### src/rtl/core/hrt_pkg.sv
// ----------------------------------------------------------------------------
// HTTP request tokenizer package
// Shared word types, token codes and keyword tables of the tokenizer.
// ----------------------------------------------------------------------------
package hrt_pkg;

   typedef struct packed {
      logic [7:0] char_byte;
      logic       end_of_input;
   } req_word_type;

   typedef struct packed {
      logic [2:0] token_kind;
      logic [7:0] word_byte;
      logic [1:0] keyword_code;
      logic       last_of_run;
   } rsp_word_type;

   typedef struct packed {
      logic [1:0]   count;
      rsp_word_type first;
      rsp_word_type second;
   } lex_out_type;

   localparam logic [2:0] TK_END   = 3'd0;
   localparam logic [2:0] TK_COLON = 3'd1;
   localparam logic [2:0] TK_QMARK = 3'd2;
   localparam logic [2:0] TK_BLANK = 3'd3;
   localparam logic [2:0] TK_CRLF  = 3'd4;
   localparam logic [2:0] TK_WCHAR = 3'd5;
   localparam logic [2:0] TK_WEND  = 3'd6;

   localparam logic [1:0] KW_NONE = 2'd0;

   localparam logic [7:0] CH_COLON = 8'h3A;
   localparam logic [7:0] CH_QMARK = 8'h3F;
   localparam logic [7:0] CH_CR    = 8'h0D;
   localparam logic [7:0] CH_LF    = 8'h0A;
   localparam logic [7:0] CH_TAB   = 8'h09;
   localparam logic [7:0] CH_SPACE = 8'h20;
   localparam logic [7:0] CH_VT_LO = 8'h09;
   localparam logic [7:0] CH_VT_HI = 8'h0D;

   localparam int         KW_COUNT  = 3;
   localparam logic [2:0] MATCH_ALL = 3'b111;
   localparam logic [2:0] LEN_SAT   = 3'd5;

   localparam int QUEUE_DEPTH = 4;

   // Keyword lengths: GET, POST, HEAD.
   function automatic logic [2:0] kw_len(input logic [1:0] idx);
      logic [2:0] len;
      unique case (idx)
         2'd0:    len = 3'd3;
         2'd1:    len = 3'd4;
         2'd2:    len = 3'd4;
         default: len = 3'd0;
      endcase
      return len;
   endfunction

   // Keyword text, one character per position.
   function automatic logic [7:0] kw_char(input logic [1:0] idx, input logic [1:0] pos);
      logic [7:0] ch;
      unique case ({idx, pos})
         4'b00_00: ch = 8'h47; // G
         4'b00_01: ch = 8'h45; // E
         4'b00_10: ch = 8'h54; // T
         4'b01_00: ch = 8'h50; // P
         4'b01_01: ch = 8'h4F; // O
         4'b01_10: ch = 8'h53; // S
         4'b01_11: ch = 8'h54; // T
         4'b10_00: ch = 8'h48; // H
         4'b10_01: ch = 8'h45; // E
         4'b10_10: ch = 8'h41; // A
         4'b10_11: ch = 8'h44; // D
         default:  ch = 8'h00;
      endcase
      return ch;
   endfunction

endpackage

### src/rtl/core/hrt_lexer.sv
// ----------------------------------------------------------------------------
// Tokenizer lexer
// Classifies one byte, tracks the open word and the keyword match, and
// produces up to two result words for the item.
// ----------------------------------------------------------------------------
module hrt_lexer
   import hrt_pkg::*;
(
   input  logic         clock,
   input  logic         reset,
   input  logic         advance,
   input  req_word_type item,
   output lex_out_type  lex_out
);

   logic       in_word_ff, in_word_in;
   logic       pending_cr_ff, pending_cr_in;
   logic [2:0] word_length_ff, word_length_in;
   logic [2:0] keyword_match_ff, keyword_match_in;

   logic       is_space;
   logic       is_word_byte;
   logic [1:0] kw_code;
   logic [2:0] start_len;
   logic [2:0] start_match;
   logic [2:0] byte_match;
   logic [2:0] delim_kind;
   rsp_word_type wend_word;

   always_comb begin
      is_space = (item.char_byte == CH_SPACE) ||
                 ((item.char_byte >= CH_VT_LO) && (item.char_byte <= CH_VT_HI));
      is_word_byte = (item.char_byte != CH_COLON) && !is_space &&
                     (in_word_ff || (item.char_byte != CH_QMARK));

      kw_code = KW_NONE;
      for (int i = KW_COUNT - 1; i >= 0; i--) begin
         if (keyword_match_ff[i] && (word_length_ff == kw_len(2'(i)))) begin
            kw_code = 2'(i + 1);
         end
      end

      start_len   = in_word_ff ? word_length_ff : 3'd0;
      start_match = in_word_ff ? keyword_match_ff : MATCH_ALL;
      byte_match  = start_match;
      for (int i = 0; i < KW_COUNT; i++) begin
         if ((start_len >= kw_len(2'(i))) ||
             (kw_char(2'(i), start_len[1:0]) != item.char_byte)) begin
            byte_match[i] = 1'b0;
         end
      end

      if (item.char_byte == CH_COLON) begin
         delim_kind = TK_COLON;
      end else if (item.char_byte == CH_QMARK) begin
         delim_kind = TK_QMARK;
      end else if ((item.char_byte == CH_SPACE) || (item.char_byte == CH_TAB)) begin
         delim_kind = TK_BLANK;
      end else begin
         delim_kind = TK_CRLF;
      end

      wend_word = '{token_kind: TK_WEND, word_byte: 8'd0,
                    keyword_code: kw_code, last_of_run: 1'b0};

      lex_out.count  = 2'd1;
      lex_out.first  = '{token_kind: TK_END, word_byte: 8'd0,
                         keyword_code: KW_NONE, last_of_run: 1'b1};
      lex_out.second = lex_out.first;

      in_word_in       = 1'b0;
      pending_cr_in    = 1'b0;
      word_length_in   = 3'd0;
      keyword_match_in = MATCH_ALL;

      if (item.end_of_input) begin
         if (in_word_ff) begin
            lex_out.count = 2'd2;
            lex_out.first = wend_word;
         end
      end else if (pending_cr_ff && (item.char_byte == CH_LF)) begin
         lex_out.count = 2'd0;
         in_word_in       = in_word_ff;
         word_length_in   = word_length_ff;
         keyword_match_in = keyword_match_ff;
      end else if (is_word_byte) begin
         lex_out.first = '{token_kind: TK_WCHAR, word_byte: item.char_byte,
                           keyword_code: KW_NONE, last_of_run: 1'b1};
         in_word_in       = 1'b1;
         word_length_in   = (start_len < LEN_SAT) ? start_len + 3'd1 : start_len;
         keyword_match_in = byte_match;
      end else begin
         pending_cr_in = (item.char_byte == CH_CR);
         if (in_word_ff) begin
            lex_out.count = 2'd2;
            lex_out.first = wend_word;
            lex_out.second.token_kind = delim_kind;
         end else begin
            lex_out.first.token_kind = delim_kind;
         end
      end
   end

   always_ff @(posedge clock) begin
      if (reset) begin
         in_word_ff       <= 1'b0;
         pending_cr_ff    <= 1'b0;
         word_length_ff   <= 3'd0;
         keyword_match_ff <= MATCH_ALL;
      end else if (advance) begin
         in_word_ff       <= in_word_in;
         pending_cr_ff    <= pending_cr_in;
         word_length_ff   <= word_length_in;
         keyword_match_ff <= keyword_match_in;
      end
   end

endmodule

### src/rtl/core/hrt_out_queue.sv
// ----------------------------------------------------------------------------
// Tokenizer result queue
// Small queue: up to two result words in per cycle, one out unless stalled.
// ----------------------------------------------------------------------------
module hrt_out_queue
   import hrt_pkg::*;
(
   input  logic         clock,
   input  logic         reset,
   input  logic         push,
   input  lex_out_type  push_data,
   output logic         room,
   output logic         rsp_valid,
   input  logic         rsp_stall,
   output rsp_word_type rsp_word
);

   localparam int PTR_W = $clog2(QUEUE_DEPTH);
   localparam int CNT_W = $clog2(QUEUE_DEPTH + 1);

   rsp_word_type mem_ff [QUEUE_DEPTH];

   logic [PTR_W-1:0] wr_ptr_ff, wr_ptr_in;
   logic [PTR_W-1:0] rd_ptr_ff, rd_ptr_in;
   logic [CNT_W-1:0] count_ff, count_in;
   logic [1:0]       push_n;
   logic             pop;

   always_comb begin
      push_n    = push ? push_data.count : 2'd0;
      rsp_valid = (count_ff != '0);
      rsp_word  = mem_ff[rd_ptr_ff];
      pop       = rsp_valid && !rsp_stall;
      room      = (count_ff <= CNT_W'(QUEUE_DEPTH - 2));
      wr_ptr_in = wr_ptr_ff + PTR_W'(push_n);
      rd_ptr_in = rd_ptr_ff + PTR_W'(pop);
      count_in  = count_ff + CNT_W'(push_n) - CNT_W'(pop);
   end

   always_ff @(posedge clock) begin
      if (push_n != 2'd0) begin
         mem_ff[wr_ptr_ff] <= push_data.first;
      end
      if (push_n == 2'd2) begin
         mem_ff[wr_ptr_ff + PTR_W'(1)] <= push_data.second;
      end
   end

   always_ff @(posedge clock) begin
      if (reset) begin
         wr_ptr_ff <= '0;
         rd_ptr_ff <= '0;
         count_ff  <= '0;
      end else begin
         wr_ptr_ff <= wr_ptr_in;
         rd_ptr_ff <= rd_ptr_in;
         count_ff  <= count_in;
      end
   end

endmodule

### src/rtl/core/http_request_tokenizer_top.sv
// ----------------------------------------------------------------------------
// HTTP request tokenizer
// Turns a byte stream into token words with keyword detection.
// ----------------------------------------------------------------------------
// One input word (a byte or an end mark) is accepted every cycle while the
// result queue has room. It is held in an input register, classified against
// the tokenizer state combinationally, and its zero, one or two result words
// are written into a four-entry result queue. The queue hands out one
// result word per cycle while rsp_stall is low, so the sustained rate is one
// byte per cycle while each byte gives one result; a word-ending byte gives a
// word end and its delimiter. Results pass the input register and the queue.
module http_request_tokenizer_top
   import hrt_pkg::*;
(
   input  logic         clock,
   input  logic         reset,
   input  logic         req_valid,
   output logic         req_stall,
   input  req_word_type req_word,
   output logic         rsp_valid,
   input  logic         rsp_stall,
   output rsp_word_type rsp_word
);

   logic         item_valid_ff, item_valid_in;
   req_word_type item_ff;
   logic         room;
   logic         advance;
   logic         accept;
   lex_out_type  lex_out;

   always_comb begin
      advance       = item_valid_ff && room;
      req_stall     = item_valid_ff && !room;
      accept        = req_valid && !req_stall;
      item_valid_in = accept ? 1'b1 : (advance ? 1'b0 : item_valid_ff);
   end

   always_ff @(posedge clock) begin
      if (reset) begin
         item_valid_ff <= 1'b0;
      end else begin
         item_valid_ff <= item_valid_in;
      end
   end

   always_ff @(posedge clock) begin
      if (accept) begin
         item_ff <= req_word;
      end
   end

   hrt_lexer u_lexer (
      .clock   (clock),
      .reset   (reset),
      .advance (advance),
      .item    (item_ff),
      .lex_out (lex_out)
   );

   hrt_out_queue u_out_queue (
      .clock     (clock),
      .reset     (reset),
      .push      (advance),
      .push_data (lex_out),
      .room      (room),
      .rsp_valid (rsp_valid),
      .rsp_stall (rsp_stall),
      .rsp_word  (rsp_word)
   );

endmodule

### config.mk
export PLATFORM = sky130hd
export DESIGN_NAME = http_request_tokenizer_top
export DESIGN_NICKNAME = d
export VERILOG_FILES = /design/src/rtl/core/hrt_pkg.sv /design/src/rtl/core/hrt_lexer.sv /design/src/rtl/core/hrt_out_queue.sv /design/src/rtl/core/http_request_tokenizer_top.sv
export SDC_FILE = /design/constraint.sdc
export NUM_CORES = 1
export LEC_CHECK = 0
export BUFFER_PORTS_ARGS = -buffer_cell sky130_fd_sc_hd__buf_4
export CAP_MARGIN = 20
export CORE_MARGIN = 3
export CORE_UTILIZATION = 45
export DETAILED_ROUTE_END_ITERATION = 8
export PLACE_DENSITY = 0.59
export SLEW_MARGIN = 20
export SYNTH_ARGS = -nofsm -noshare
export SYNTH_HDL_FRONTEND = slang
export SYNTH_SLANG_ARGS = --single-unit
### constraint.sdc
create_clock -name clock -period 4.3 [get_ports clock]
set_input_delay 0.86 -clock clock [delete_from_list [all_inputs] [get_ports clock]]
set_output_delay 0.86 -clock clock [all_outputs]
set_load 0.02 [all_outputs]
-- After elaboration in Yosys (flattened, before gate mapping)
Memories as Yosys holds them, arrays and structs flattened. A register that Yosys moved wholly into a read port is not among the register bits.
Cells that the tools add are included.
Widths: inputs -> output; s select.
- bits in registers: 25
- memory bits (writable): 56
- input port bits: 13
- output and inout bits: 16
- word-level logic and storage cells: 121
- memories kept: 1
- add/sub/neg operators: 6
- magnitude comparators: 6
- equal/unequal tests: 21
- muxes and demuxes: 46
- reductions and logical operators: 29
- memories (name ; depth ; bits a word ; rd ports ; clocked after Yosys merged registers in ; wr ports ; RTL line ; source):
    u_out_queue.mem_ff ; 4 ; 14 ; 1 ; 1 ; 2 ; hrt_out_queue.sv:21 ; rsp_word_type mem_ff [QUEUE_DEPTH];
- operators with widths (operator ; count):
    $pmux 8 s4 ; 2
    $mux 3 ; 15
    $mux 16 ; 2
    $eq 8x4->1 const B ; 3
    $eq 8x6->1 const B ; 3
    $pmux 7 s3 ; 1
    $mux 17 ; 1
    $mux 2 ; 8
    $ne 8x6->1 const B ; 2
    $ne 8x8->1 ; 2
    $mux 1 ; 15
    $mux 14 ; 1
    $ne 4x4->1 const B ; 3
    $logic_and 1x1->1 ; 11
    $reduce_and 3->1 ; 3
    $ge 8x4->1 const B ; 1
    $le 8x4->1 const B ; 1
    $ne 7x8->1 ; 1
    $eq 2x2->1 const B ; 3
    $logic_or 1x1->1 ; 6
    $mux 6 ; 1
    $logic_not 1->1 ; 4
    $reduce_bool 2->1 ; 2
    $add 3x1->3 const B ; 1
    other kinds (16) ; 16

-- Logic depth before layout (Yosys ltp)
Gate-level depths: netlist (run 1).
- word-level depth: 13
- mapped depth: 12
- gate-level depth less buffers: 10

-- By module
Synthesis (run 1) repeated with hierarchy kept, for this count alone.
- cell total of the unflattened synthesis: 363
- area total of the unflattened synthesis: 4682.0 um^2
- by module, submodules not included (module ; times used ; cells an instance ; area each (um^2) ; seq. area each (um^2)):
    hrt_out_queue ; 1 ; 195 ; 3188.1 ; 1821.7
    hrt_lexer ; 1 ; 154 ; 1167.4 ; 160.2
    http_request_tokenizer_top ; 1 ; 14 ; 326.6 ; 290.3

-- Least setup slack after synthesis (run 1)
No wires, ideal clock.
- kind: flip-flop to flip-flop
- from: register item_ff[7] (netlist bit)
- to: register u_out_queue.count_ff[2]
- library setup time: 0.074 ns
- arrival: 3.039 ns
- data required time: 4.226 ns
- path slack: 1.187 ns
- stages on the path, launching flop included: 11
- buffers on the path: 1
- period minus slack after synthesis: 3.113 ns
- cell sequence: edfxtp_1 -> or3b_1 -> a2111oi_4 -> o31a_4 -> buf_4 -> nand2_1 -> xnor2_1 -> fa_1 -> xnor2_1 -> a2111o_1 -> o21ai_0
- word-level cells in the longest chain between the ends: 12
- elaborated cells between the ends (all ways): 19
- classes of those cells: add/sub (2); order compare (2); eq/ne (4); mux (4); reduce/logical (7)
- ends and longest elaborated chain (what ; RTL line ; source):
    start: declaration ; http_request_tokenizer_top.sv:26 ; req_word_type item_ff;
    start signal: assignment ; http_request_tokenizer_top.sv:49 ; item_ff <= req_word;
    $ge 8x4->1 or $le 8x4->1 (tied branches) ; hrt_lexer.sv:32 ; ((item.char_byte >= CH_VT_LO) && (item.char_byte <= CH_VT_HI));
    $logic_and 1x1->1 ; hrt_lexer.sv:32 ;
    $logic_or 1x1->1 ; hrt_lexer.sv:31 ; is_space = (item.char_byte == CH_SPACE) ||
    $logic_not 1->1 ; hrt_lexer.sv:33 ; is_word_byte = (item.char_byte != CH_COLON) && !is_space &&
    $logic_and 1x1->1 (2 in series) ; hrt_lexer.sv:33 ;
    $mux 2 ; hrt_lexer.sv:86 ; end else if (is_word_byte) begin
    $mux 2 * ; hrt_lexer.sv:81 ; end else if (pending_cr_ff && (item.char_byte == CH_LF)) begin
    $mux 16 * ; hrt_lexer.sv:76 ; if (item.end_of_input) begin
    $mux 2 * ; hrt_out_queue.sv:30 ; push_n = push ? push_data.count : 2'd0;
    $add 3x2->3 * ; hrt_out_queue.sv:37 ; count_in = count_ff + CNT_W'(push_n) - CNT_W'(pop);
    $sub 3x1->3 * ; hrt_out_queue.sv:37 ;
    end signal: assignment ; hrt_out_queue.sv:57 ; count_ff <= count_in;
    end: declaration ; hrt_out_queue.sv:25 ; logic [CNT_W-1:0] count_ff, count_in;
Every way passes the cells marked *; elsewhere a longest branch is shown, timed or not.
A chain may end at the register's enable or synchronous reset.

-- Worst setup path in the final report (run 1)
- from: register item_ff[4] (netlist bit)
- to: register u_out_queue.count_ff[2]
The elaborated chain is that of the path after synthesis.

==> flow_summary.ini, run 1 <==
[status]
status = finished clean

[global_route]
grt_pass1_wl_um = 16790
grt_pass1_vias = 3211
grt_start_max_net_pins = 20
grt.total_usage_pct = 21.02
antenna_found_initial = 0
gr-total-overflow = 0

[die]
rows = 34
dieArea_sq_um = 10280
start_util_pct = 46.72
core_sq_um = 8763
io_pins = 29
die_w_um = 101.4
die_h_um = 101.4

[synth]
syn-num-nets = 455
mappedNetlistArea_sq_um = 4094
synthCells = 432
seq_area_frac_synth_pct = 44.74
netlist-cell-type-count = 58
synthArstFlopShare_pct = 0
synth-edff-count = 21
synth_flop_cell = dfxtp_1
syn_avg_cell_area_sq_um = 9.477
ys_warn_count = 0
ys_ff_latch = 81

[timing]
final_max_slew_viol_count = 0
rsz0062_at_grt = false
slew_headroom_pct = 33.70
clock_skew_ps = 6.713
max_slew.worst_pin.slew_ps = 985.4
hold_viol_final = 0
finalSetupViolCount = 0
fmax_mhz = 297.4
fin_crit_sh_pct = 78.21
period_needed_ps = 3363
finalSetupTns_ps = 0

[drt]
dr.max_layer_used = met4
drc = 0
wl_um = 10200
first_pass_iters = 4
wl_per_cell_um = 18.17
wl_met2_um = 5094
drtIter0Drc = 173
m1WireLength_um = 4374
vias_per_cell = 5.818
num_vias = 3264
wl_met3_um = 516
ant_nets = 0

[pwr]
power.share.combinational_pct = 27.8
fin_total_pwr_mw = 2.200
p_clk_share_pct = 23.9
p_leak_nw = 1.627
p_seq_share_pct = 48.3
switching_share_pct = 32.81
ir_drop_uv = 182.1
p_per_area_nw_per_um2 = 485.2
p_sw_mw = 0.7218
internal_power_mw = 1.478

[clock_network]
post-cts-setup-buffers = 0
clk_pin_slew_worst_paths_ps = 80
clock_path_buffers = 2
cts.sinks = 81
cts_buffers = 9
cts_resized = 0
clk_latency_ps = 350
cts.htree.levels = 3
cts-root-buf = clkbuf_8
ctsHoldBuffers = 0
cts_tree = built

[worst_hold_path]
hp-class = flop to flop

[final_layout]
antenna_cells = 0
fin_nets = 471
instances_no_fill = 561
fill_cells = 862
seqCellArea_sq_um = 1833
design_area_sq_um = 4533
drive_above_1_share_pct = 17.22
syn_to_final_growth_pct = 10.73
fin_util_pct = 51.73
multiInputGateArea_sq_um = 2093

[worst_setup_path]
arrival_ps = 3640
crit_type = flop to flop
start_kind = flop
ff2ff_setup_slack_ps = 940
cpMaxStageDelayCell = a2111oi_4
slowest_delay_ps = 650
critical_path.top_delay_family = compound AO/OA/AOI/OAI gates
crit_top_cell = xnor2_1
cp-end-kind = flop
cp_data_required_time_ps = 4570
path_buf_inv = 0
crit_chain = or3b_1 > a2111oi_4 > o31a_4 > nand2_1 > xnor2_1 > fa_1 > xnor2_1 > a2111o_1 > o21ai_0
path_max_fanout = 16

[placement]
place_inst = 545
placed_cell_area_sq_um = 4349
port_buffers = 28
hpwl_um = 7056
gp_congestion = 0.8150

[run]
maxCapViolCount = 0
==> final timing paths <==
kind                       startpoint                       end  cells past startpoint
max                        item_ff[4]   u_out_queue.count_ff[2]                      9
max reg2reg                item_ff[4]   u_out_queue.count_ff[2]                      9
min reg2reg  u_out_queue.mem_ff[2][9]  u_out_queue.mem_ff[2][9]                      2
min          u_out_queue.mem_ff[2][9]  u_out_queue.mem_ff[2][9]                      2
==> sequential cells by signal, indices dropped and copies added (netlist names), 2 cells and up <==
name / flops
u_out_queue.mem_ff: 56
item_ff: 9
u_lexer.keyword_match_ff: 3
u_lexer.word_length_ff: 3
u_out_queue.count_ff: 3
u_out_queue.rd_ptr_ff: 2
u_out_queue.wr_ptr_ff: 2
==> layout by cell type, fill, tap and decap left out, drive strengths merged, types with 6 or more instances in the layout <==
master,instances
a21oi,43
buf,35
clkbuf,12
dfxtp,60
edfxtp,21
ha,9
inv,7
mux4,14
nand2,85
nand3,19
nand4,7
nor2,18
nor2b,8
nor4,8
o21ai,9
o22ai,24
or3,6
xnor2,6
==> synth_stat cells (5+ instances only) <==
| master | n | area (sq um) |
|---|---|---|
| inv_1 | 7 | 26.28 |
| o22ai_1 | 24 | 150.1 |
| nor2_1 | 18 | 67.56 |
| ha_1 | 9 | 112.6 |
| nand4_1 | 7 | 43.79 |
| mux4_2 | 14 | 315.3 |
| dfxtp_1 | 60 | 1201 |
| o21ai_0 | 7 | 35.03 |
| a21oi_1 | 43 | 215.2 |
| clkbuf_1 | 11 | 41.29 |
| edfxtp_1 | 21 | 630.6 |
| xnor2_1 | 6 | 52.55 |
| buf_4 | 7 | 52.55 |
| and2_1 | 5 | 31.28 |
| buf_2 | 7 | 35.03 |
| or3_1 | 6 | 37.54 |
| nor4_1 | 7 | 43.79 |
| nor2b_1 | 8 | 50.05 |
| nor3_1 | 5 | 25.02 |
| nand2_1 | 82 | 307.8 |
| nand3_1 | 19 | 95.09 |
==> metal layers <==
metal / track usage, % / vias up
met2: 34.56 / 77
li1: - / 1610
met3: 4.477 / 12
met4: 6.953 / 0
met1: 27.63 / 1565
met5: 0 / -
==> tightest hold or removal path, stage by stage, from the launching register on <==
cell and delay [ps]:
dfxtp_1 310, nand2_1 50, a21oi_1 50
==> logic make-up after synthesis <==
family	count (synthesis)	share of synthesized area (%)
buffers and inverters	37	4.279
and+or+nand+nor	187	23.11
adders and majority gates	10	3.240
AOI/OAI and AO/OA	94	15.01
muxes	14	7.702
DFF	81	44.74
xor gates and xnor gates	9	1.926
==> cell type report <==
cell class                 instances  share of cell area (%)
multi-input combinational        314                   46.18
sequential                        81                   40.44
clock inverter                     4                  0.5796
tap                              108                   2.981
timing repair buffer              35                   5.796
clock buffer                      12                   3.450
inverter                           7                  0.5796
==> power by group through the flow <==
stage	Combinational (mW)	Sequential [mW]	Clock [mW]
after CTS	0.620	1.06	0.539
after global routing	0.675	1.09	0.575
after detailed placement	0.618	1.08	0
final	0.611	1.06	0.526
after global placement	0.606	1.07	0
after floorplan	0.502	0.991	0
==> metrics by stage <==
stage	setup slack (ps)	hold slack [ps]
final	937.0	455.9
after global routing	690.7	475.8
after CTS	919.5	456.8
after detailed placement	947.7	446.1
after global placement	1039	440.6
after floorplan	1187	428.7
Power figures use the tool's default switching activity.
==> run 2: changes to the inputs <==
- PLACE_DENSITY: 0.59 -> 0.62
- clock period: 4.3 -> 2.75 ns (I/O delays scaled with it)
==> flow_summary.ini, run 2 (same netlist as run 1, synthesis figures left out) <==
[final_layout]
top_register = u_out_queue.mem_ff
fin_util_pct = 55.40
largestRegisters = u_out_queue.mem_ff (56), item_ff (9)
largest_reg_flops = 56
syn_to_final_growth_pct = 18.58
drive_above_1_share_pct = 25.05
antenna_cells = 0
layout_common_cells = 80 x nand2_1, 64 x buf_4, 60 x dfxtp_1, 43 x a21oi_1, 24 x o22ai_1
fin_nets = 501
layout_commonest_cell = nand2_1

[global_route]
antenna_found_initial = 0
gr-total-overflow = 0
grt_pass1_vias = 3262
grt_pass1_wl_um = 16750
grt.total_usage_pct = 20.99
grt_start_max_net_pins = 20

[worst_hold_path]
min_from = req_word[0]
hp-class = primary input to flop
min_to = item_ff[0]
hold_depth = 1

[timing]
layout_setup_ws_ps = 120.9
period_needed_ps = 2629
clock_skew_ps = 13.47
final_max_slew_viol_count = 0
fin_crit_sh_pct = 95.61
slew_headroom_pct = 49.43
hold_viol_final = 0
fmax_mhz = 380.4
rsz0062_at_grt = true
max_slew.worst_pin.slew_ps = 739.5
finalSetupViolCount = 0

[worst_setup_path]
r2r_start = item_ff[2]
reg2reg_depth = 9
ff2ff_setup_slack_ps = 120
cp-end-kind = flop
arrival_ps = 2910
cp_data_required_time_ps = 3040
path_max_fanout = 4
path_buf_inv = 0
crit_chain = or3_4 > a2111oi_4 > o31a_4 > nand2_4 > xnor2_2 > fa_2 > xnor2_2 > a2111o_1 > o21ai_1
r2r-end = u_out_queue.count_ff[2]
slowest_delay_ps = 430
crit_type = flop to flop
crit_top_cell = xnor2_2
start_kind = flop
cpMaxStageDelayCell = edfxtp_1
critical_path.top_delay_family = compound AO/OA/AOI/OAI gates

[placement]
gp_congestion = 0.9255
port_buffers = 28
pre_cts_ws_ps = -24.11
hpwl_um = 7508

[die]
start_util_pct = 46.72
dieArea_sq_um = 10280
die_h_um = 101.4
die_w_um = 101.4
io_pins = 29
core_sq_um = 8763
rows = 34

[clock_network]
cts_buffers = 9
ctsHoldBuffers = 0
cts.sinks = 81
clk_latency_ps = 360
cts-root-buf = clkbuf_8
cts_tree = built
clock_path_buffers = 2
clk_pin_slew_worst_paths_ps = 90
cts.htree.levels = 3

[drt]
first_pass_iters = 5
num_vias = 3457
drtIter0Drc = 214
ant_nets = 0
vias_per_cell = 5.849
wl_per_cell_um = 17.55
drc = 0
wl_um = 10370

[pwr]
ir_drop_uv = 426.7
p_leak_nw = 1.818
p_per_area_nw_per_um2 = 750.2

[status]
status = finished clean

[run]
maxCapViolCount = 0
## run 2: changes by cell type in the layout (fill, tap and decap cells not counted), sizes merged
cell    delta
clkinv     -1
buf       +30
bufinv     +1
inv        +3
clkbuf     -3
## run 2: metrics by stage
stage          TNS, ps  hold slack [ps]  cell area, sq um  total power [mW]  instances
5_1_grt         -26.01            366.3              4855             3.838        591
4_1_cts         -75.72            360.3              4810             3.657        589
2_1_floorplan   -71.59            428.7              4128             2.360        432
3_5_place_dp    -54.19            444.9              4602             2.751        573
3_3_place_gp         0            439.2              4602             2.714        573
6_report             0            369.6              4855             3.642        591
## run 2: worst max-delay path by stage
| stage | from | end | slack (ps) | depth (start not counted) |
|---|---|---|---|---|
| 2_1_floorplan | item_ff[7] | u_out_queue.count_ff[2] | -70 | 10 |
| 3_3_place_gp | item_ff[8] | u_out_queue.mem_ff[1][0] | 40 | 6 |
| 3_5_place_dp | item_ff[8] | u_out_queue.mem_ff[3][4] | -20 | 6 |
| 4_1_cts | item_ff[8] | u_out_queue.mem_ff[1][0] | -40 | 6 |
| 5_1_grt | item_ff[2] | u_out_queue.count_ff[2] | -30 | 11 |
| 6_report | item_ff[2] | u_out_queue.count_ff[2] | 120 | 9 |
## run 2: repair_timing
action / in CTS / in global routing
buffers inserted: 0 / 2
gates resized for setup: 0 / 9
setup endpoints to repair: 3 / 34
pin swaps: 0 / 3
gates cloned: 0 / 0
## run 2: metal layers
layer,vias to the layer above,track usage (%),part of all wire [%]
li1,1680,-,-
met1,1673,27.87,45
met2,96,34.51,48
met3,8,3.168,5.1
met4,0,8.282,1.1
met5,-,0,0
## run 2: worst register-to-register path: cells and delay by family (launching register included)
family                   cells  cell delay (ps)
adder cells (fa/ha/maj)      1              360
AND/OR/NAND/NOR              2              480
XOR/XNOR                     2              300
flip-flops                   1              430
AO/OA/AOI/OAI                4              990
## run 2: layout make-up
cell class,instances,area (sq um)
Inverter,7,26.28
Clock buffer,9,123.9
Fill cell,799,3909
Tap cell,108,135.1
Sequential cell,81,1832
Timing Repair Buffer,65,500.5
Multi-Input combinational cell,314,2153
Clock inverter,7,83.83
## run 2: power by group
part	switching (mW)	internal [mW]	leakage [nW]	total, mW
Combinational	0.593	0.565	1.01	1.16
Sequential	0.130	1.44	0.708	1.57
Clock	0.481	0.436	0.102	0.917
==> run 3: changes to the inputs <==
- PLACE_DENSITY: 0.62 -> 0.59
- clock period: 2.75 -> 3.1 ns (I/O delays scaled with it)
==> flow_summary.ini, run 3 (same netlist as run 1, synthesis figures left out) <==
[drt]
vias_per_cell = 5.802
ant_nets = 0
wl_per_cell_um = 17.73
drtIter0Drc = 197
wl_um = 10290
num_vias = 3365
drc = 0
first_pass_iters = 4

[worst_setup_path]
arrival_ps = 3170
path_max_fanout = 15
slowest_delay_ps = 510
crit_end = u_out_queue.count_ff[2]
cp-end-kind = flop
crit_type = flop to flop
ff2ff_setup_slack_ps = 210
r2r-end = u_out_queue.count_ff[2]
start_kind = flop
path_buf_inv = 2
reg2reg_depth = 11
cpMaxStageDelayCell = edfxtp_1
r2r_start = item_ff[5]
cp.depth = 11
cp_data_required_time_ps = 3390
crit_chain = or3_1 > a2111oi_4 > o31a_4 > buf_4 > nor2_1 > ha_1 > inv_1 > fa_1 > xnor2_1 > a2111o_1 > o21ai_0
critical_path.top_delay_family = compound AO/OA/AOI/OAI gates
worstSetupStartpoint = item_ff[5]

[clock_network]
clk_pin_slew_worst_paths_ps = 90
cts.htree.levels = 3
cts-root-buf = clkbuf_8
ctsHoldBuffers = 0
cts_tree = built
clock_path_buffers = 2
clk_latency_ps = 360
cts.sinks = 81
cts_buffers = 9

[global_route]
grt_pass1_vias = 3266
grt.total_usage_pct = 21.08
antenna_found_initial = 0
gr-total-overflow = 0
grt_start_max_net_pins = 20
grt_pass1_wl_um = 16840

[placement]
port_buffers = 28
hpwl_um = 7303
gp_congestion = 0.7916
pre_cts_ws_ps = 109.5

[final_layout]
layout_commonest_cell = nand2_1
drive_above_1_share_pct = 20.76
antenna_cells = 0
layout_common_cells = 82 x nand2_1, 60 x dfxtp_1, 54 x buf_4, 43 x a21oi_1, 24 x o22ai_1
syn_to_final_growth_pct = 14.49
largestRegisters = u_out_queue.mem_ff (56), item_ff (9)
fin_nets = 490
fill_cells = 832
largest_reg_flops = 56
top_register = u_out_queue.mem_ff

[timing]
clock_skew_ps = 10.22
slew_headroom_pct = 34.21
rsz0062_at_grt = false
period_needed_ps = 2886
finalSetupViolCount = 0
max_slew.worst_pin.slew_ps = 983.3
fin_crit_sh_pct = 93.10
finalSetupTns_ps = 0
layout_setup_ws_ps = 213.9
whs_ps = 430.7
hold_viol_final = 0
final_max_slew_viol_count = 0
fmax_mhz = 346.5

[worst_hold_path]
hp-class = primary input to flop
min_from = req_word[0]

[pwr]
p_leak_nw = 1.731
internal_power_mw = 2.117
p_clk_share_pct = 24.9
switching_share_pct = 32.78
p_seq_share_pct = 44.6
power.share.combinational_pct = 30.6
p_per_area_nw_per_um2 = 672.0
ir_drop_uv = 300.5
p_sw_mw = 1.032

[die]
die_w_um = 101.4
rows = 34
die_h_um = 101.4
dieArea_sq_um = 10280
start_util_pct = 46.72
core_sq_um = 8763
io_pins = 29

[status]
status = finished clean

[run]
maxCapViolCount = 0
run 3: cell types whose count changed in the layout (fill, tap and decap cells not counted), sizes merged:
cell	before	now
buf	65	54
inv	10	9
clkinvlp	1	0
clkinv	2	4
run 3: area by class of cell:
class                           instances  area [sq um]  share of cell area, %
Clock buffer                            9         123.9                  2.643
Clock inverter                          7         68.82                  1.468
Inverter                                7         26.28                 0.5606
Multi-Input combinational cell        314          2096                  44.71
Sequential cell                        81          1832                  39.08
Tap cell                              108         135.1                  2.883
Timing Repair Buffer                   54         405.4                  8.649
run 3: layer usage:
layer | GRT usage, % | vias up | wire [um]
met4 | 7.157 | 0 | 235
met3 | 3.650 | 22 | 324
met2 | 34.05 | 66 | 4994
met1 | 28.73 | 1619 | 4731
li1 | - | 1658 | -
met5 | 0 | - | 0
run 3: timing repair:
action / 4_1_cts / 5_1_grt
buffers inserted: 0 / 6
setup endpoints to repair: 0 / 3
resized for setup: 0 / 1
run 3: power groups by stage:
stage	Sequential (mW)	Clock, mW	Combinational, mW
floorplan	1.38	0	0.697
global placement	1.42	0	0.951
detailed placement	1.43	0	0.959
CTS	1.41	0.805	0.962
global route	1.43	0.842	1.06
finish	1.40	0.783	0.963
run 3: worst min path at each step:
stage / to / slack (ps) / depth (start not counted)
2_1_floorplan: u_out_queue.mem_ff[2][2] / 430 / 2
3_5_place_dp: u_out_queue.mem_ff[2][9] / 440 / 2
4_1_cts: item_ff[7] / 410 / 1
5_1_grt: item_ff[7] / 420 / 1
3_3_place_gp: u_out_queue.mem_ff[1][2] / 440 / 2
6_report: item_ff[0] / 430 / 1
run 3: worst register-to-register path: stages, from the launching register on:
cell	delay, ps
edfxtp_1	510
or3_1	430
a2111oi_4	430
o31a_4	190
buf_4	190
nor2_1	80
ha_1	200
inv_1	70
fa_1	180
xnor2_1	80
a2111o_1	380
o21ai_0	70
run 3: through the flow:
stage | util, % | instance area [sq um] | instances | total power, mW
after floorplan | - | 4094 | 432 | 2.072
after CTS | 52.94 | 4639 | 574 | 3.172
after global routing | 53.48 | 4687 | 580 | 3.329
after global placement | 50.74 | 4447 | 558 | 2.373
after detailed placement | 50.74 | 4447 | 558 | 2.388
final | 53.48 | 4687 | 580 | 3.150
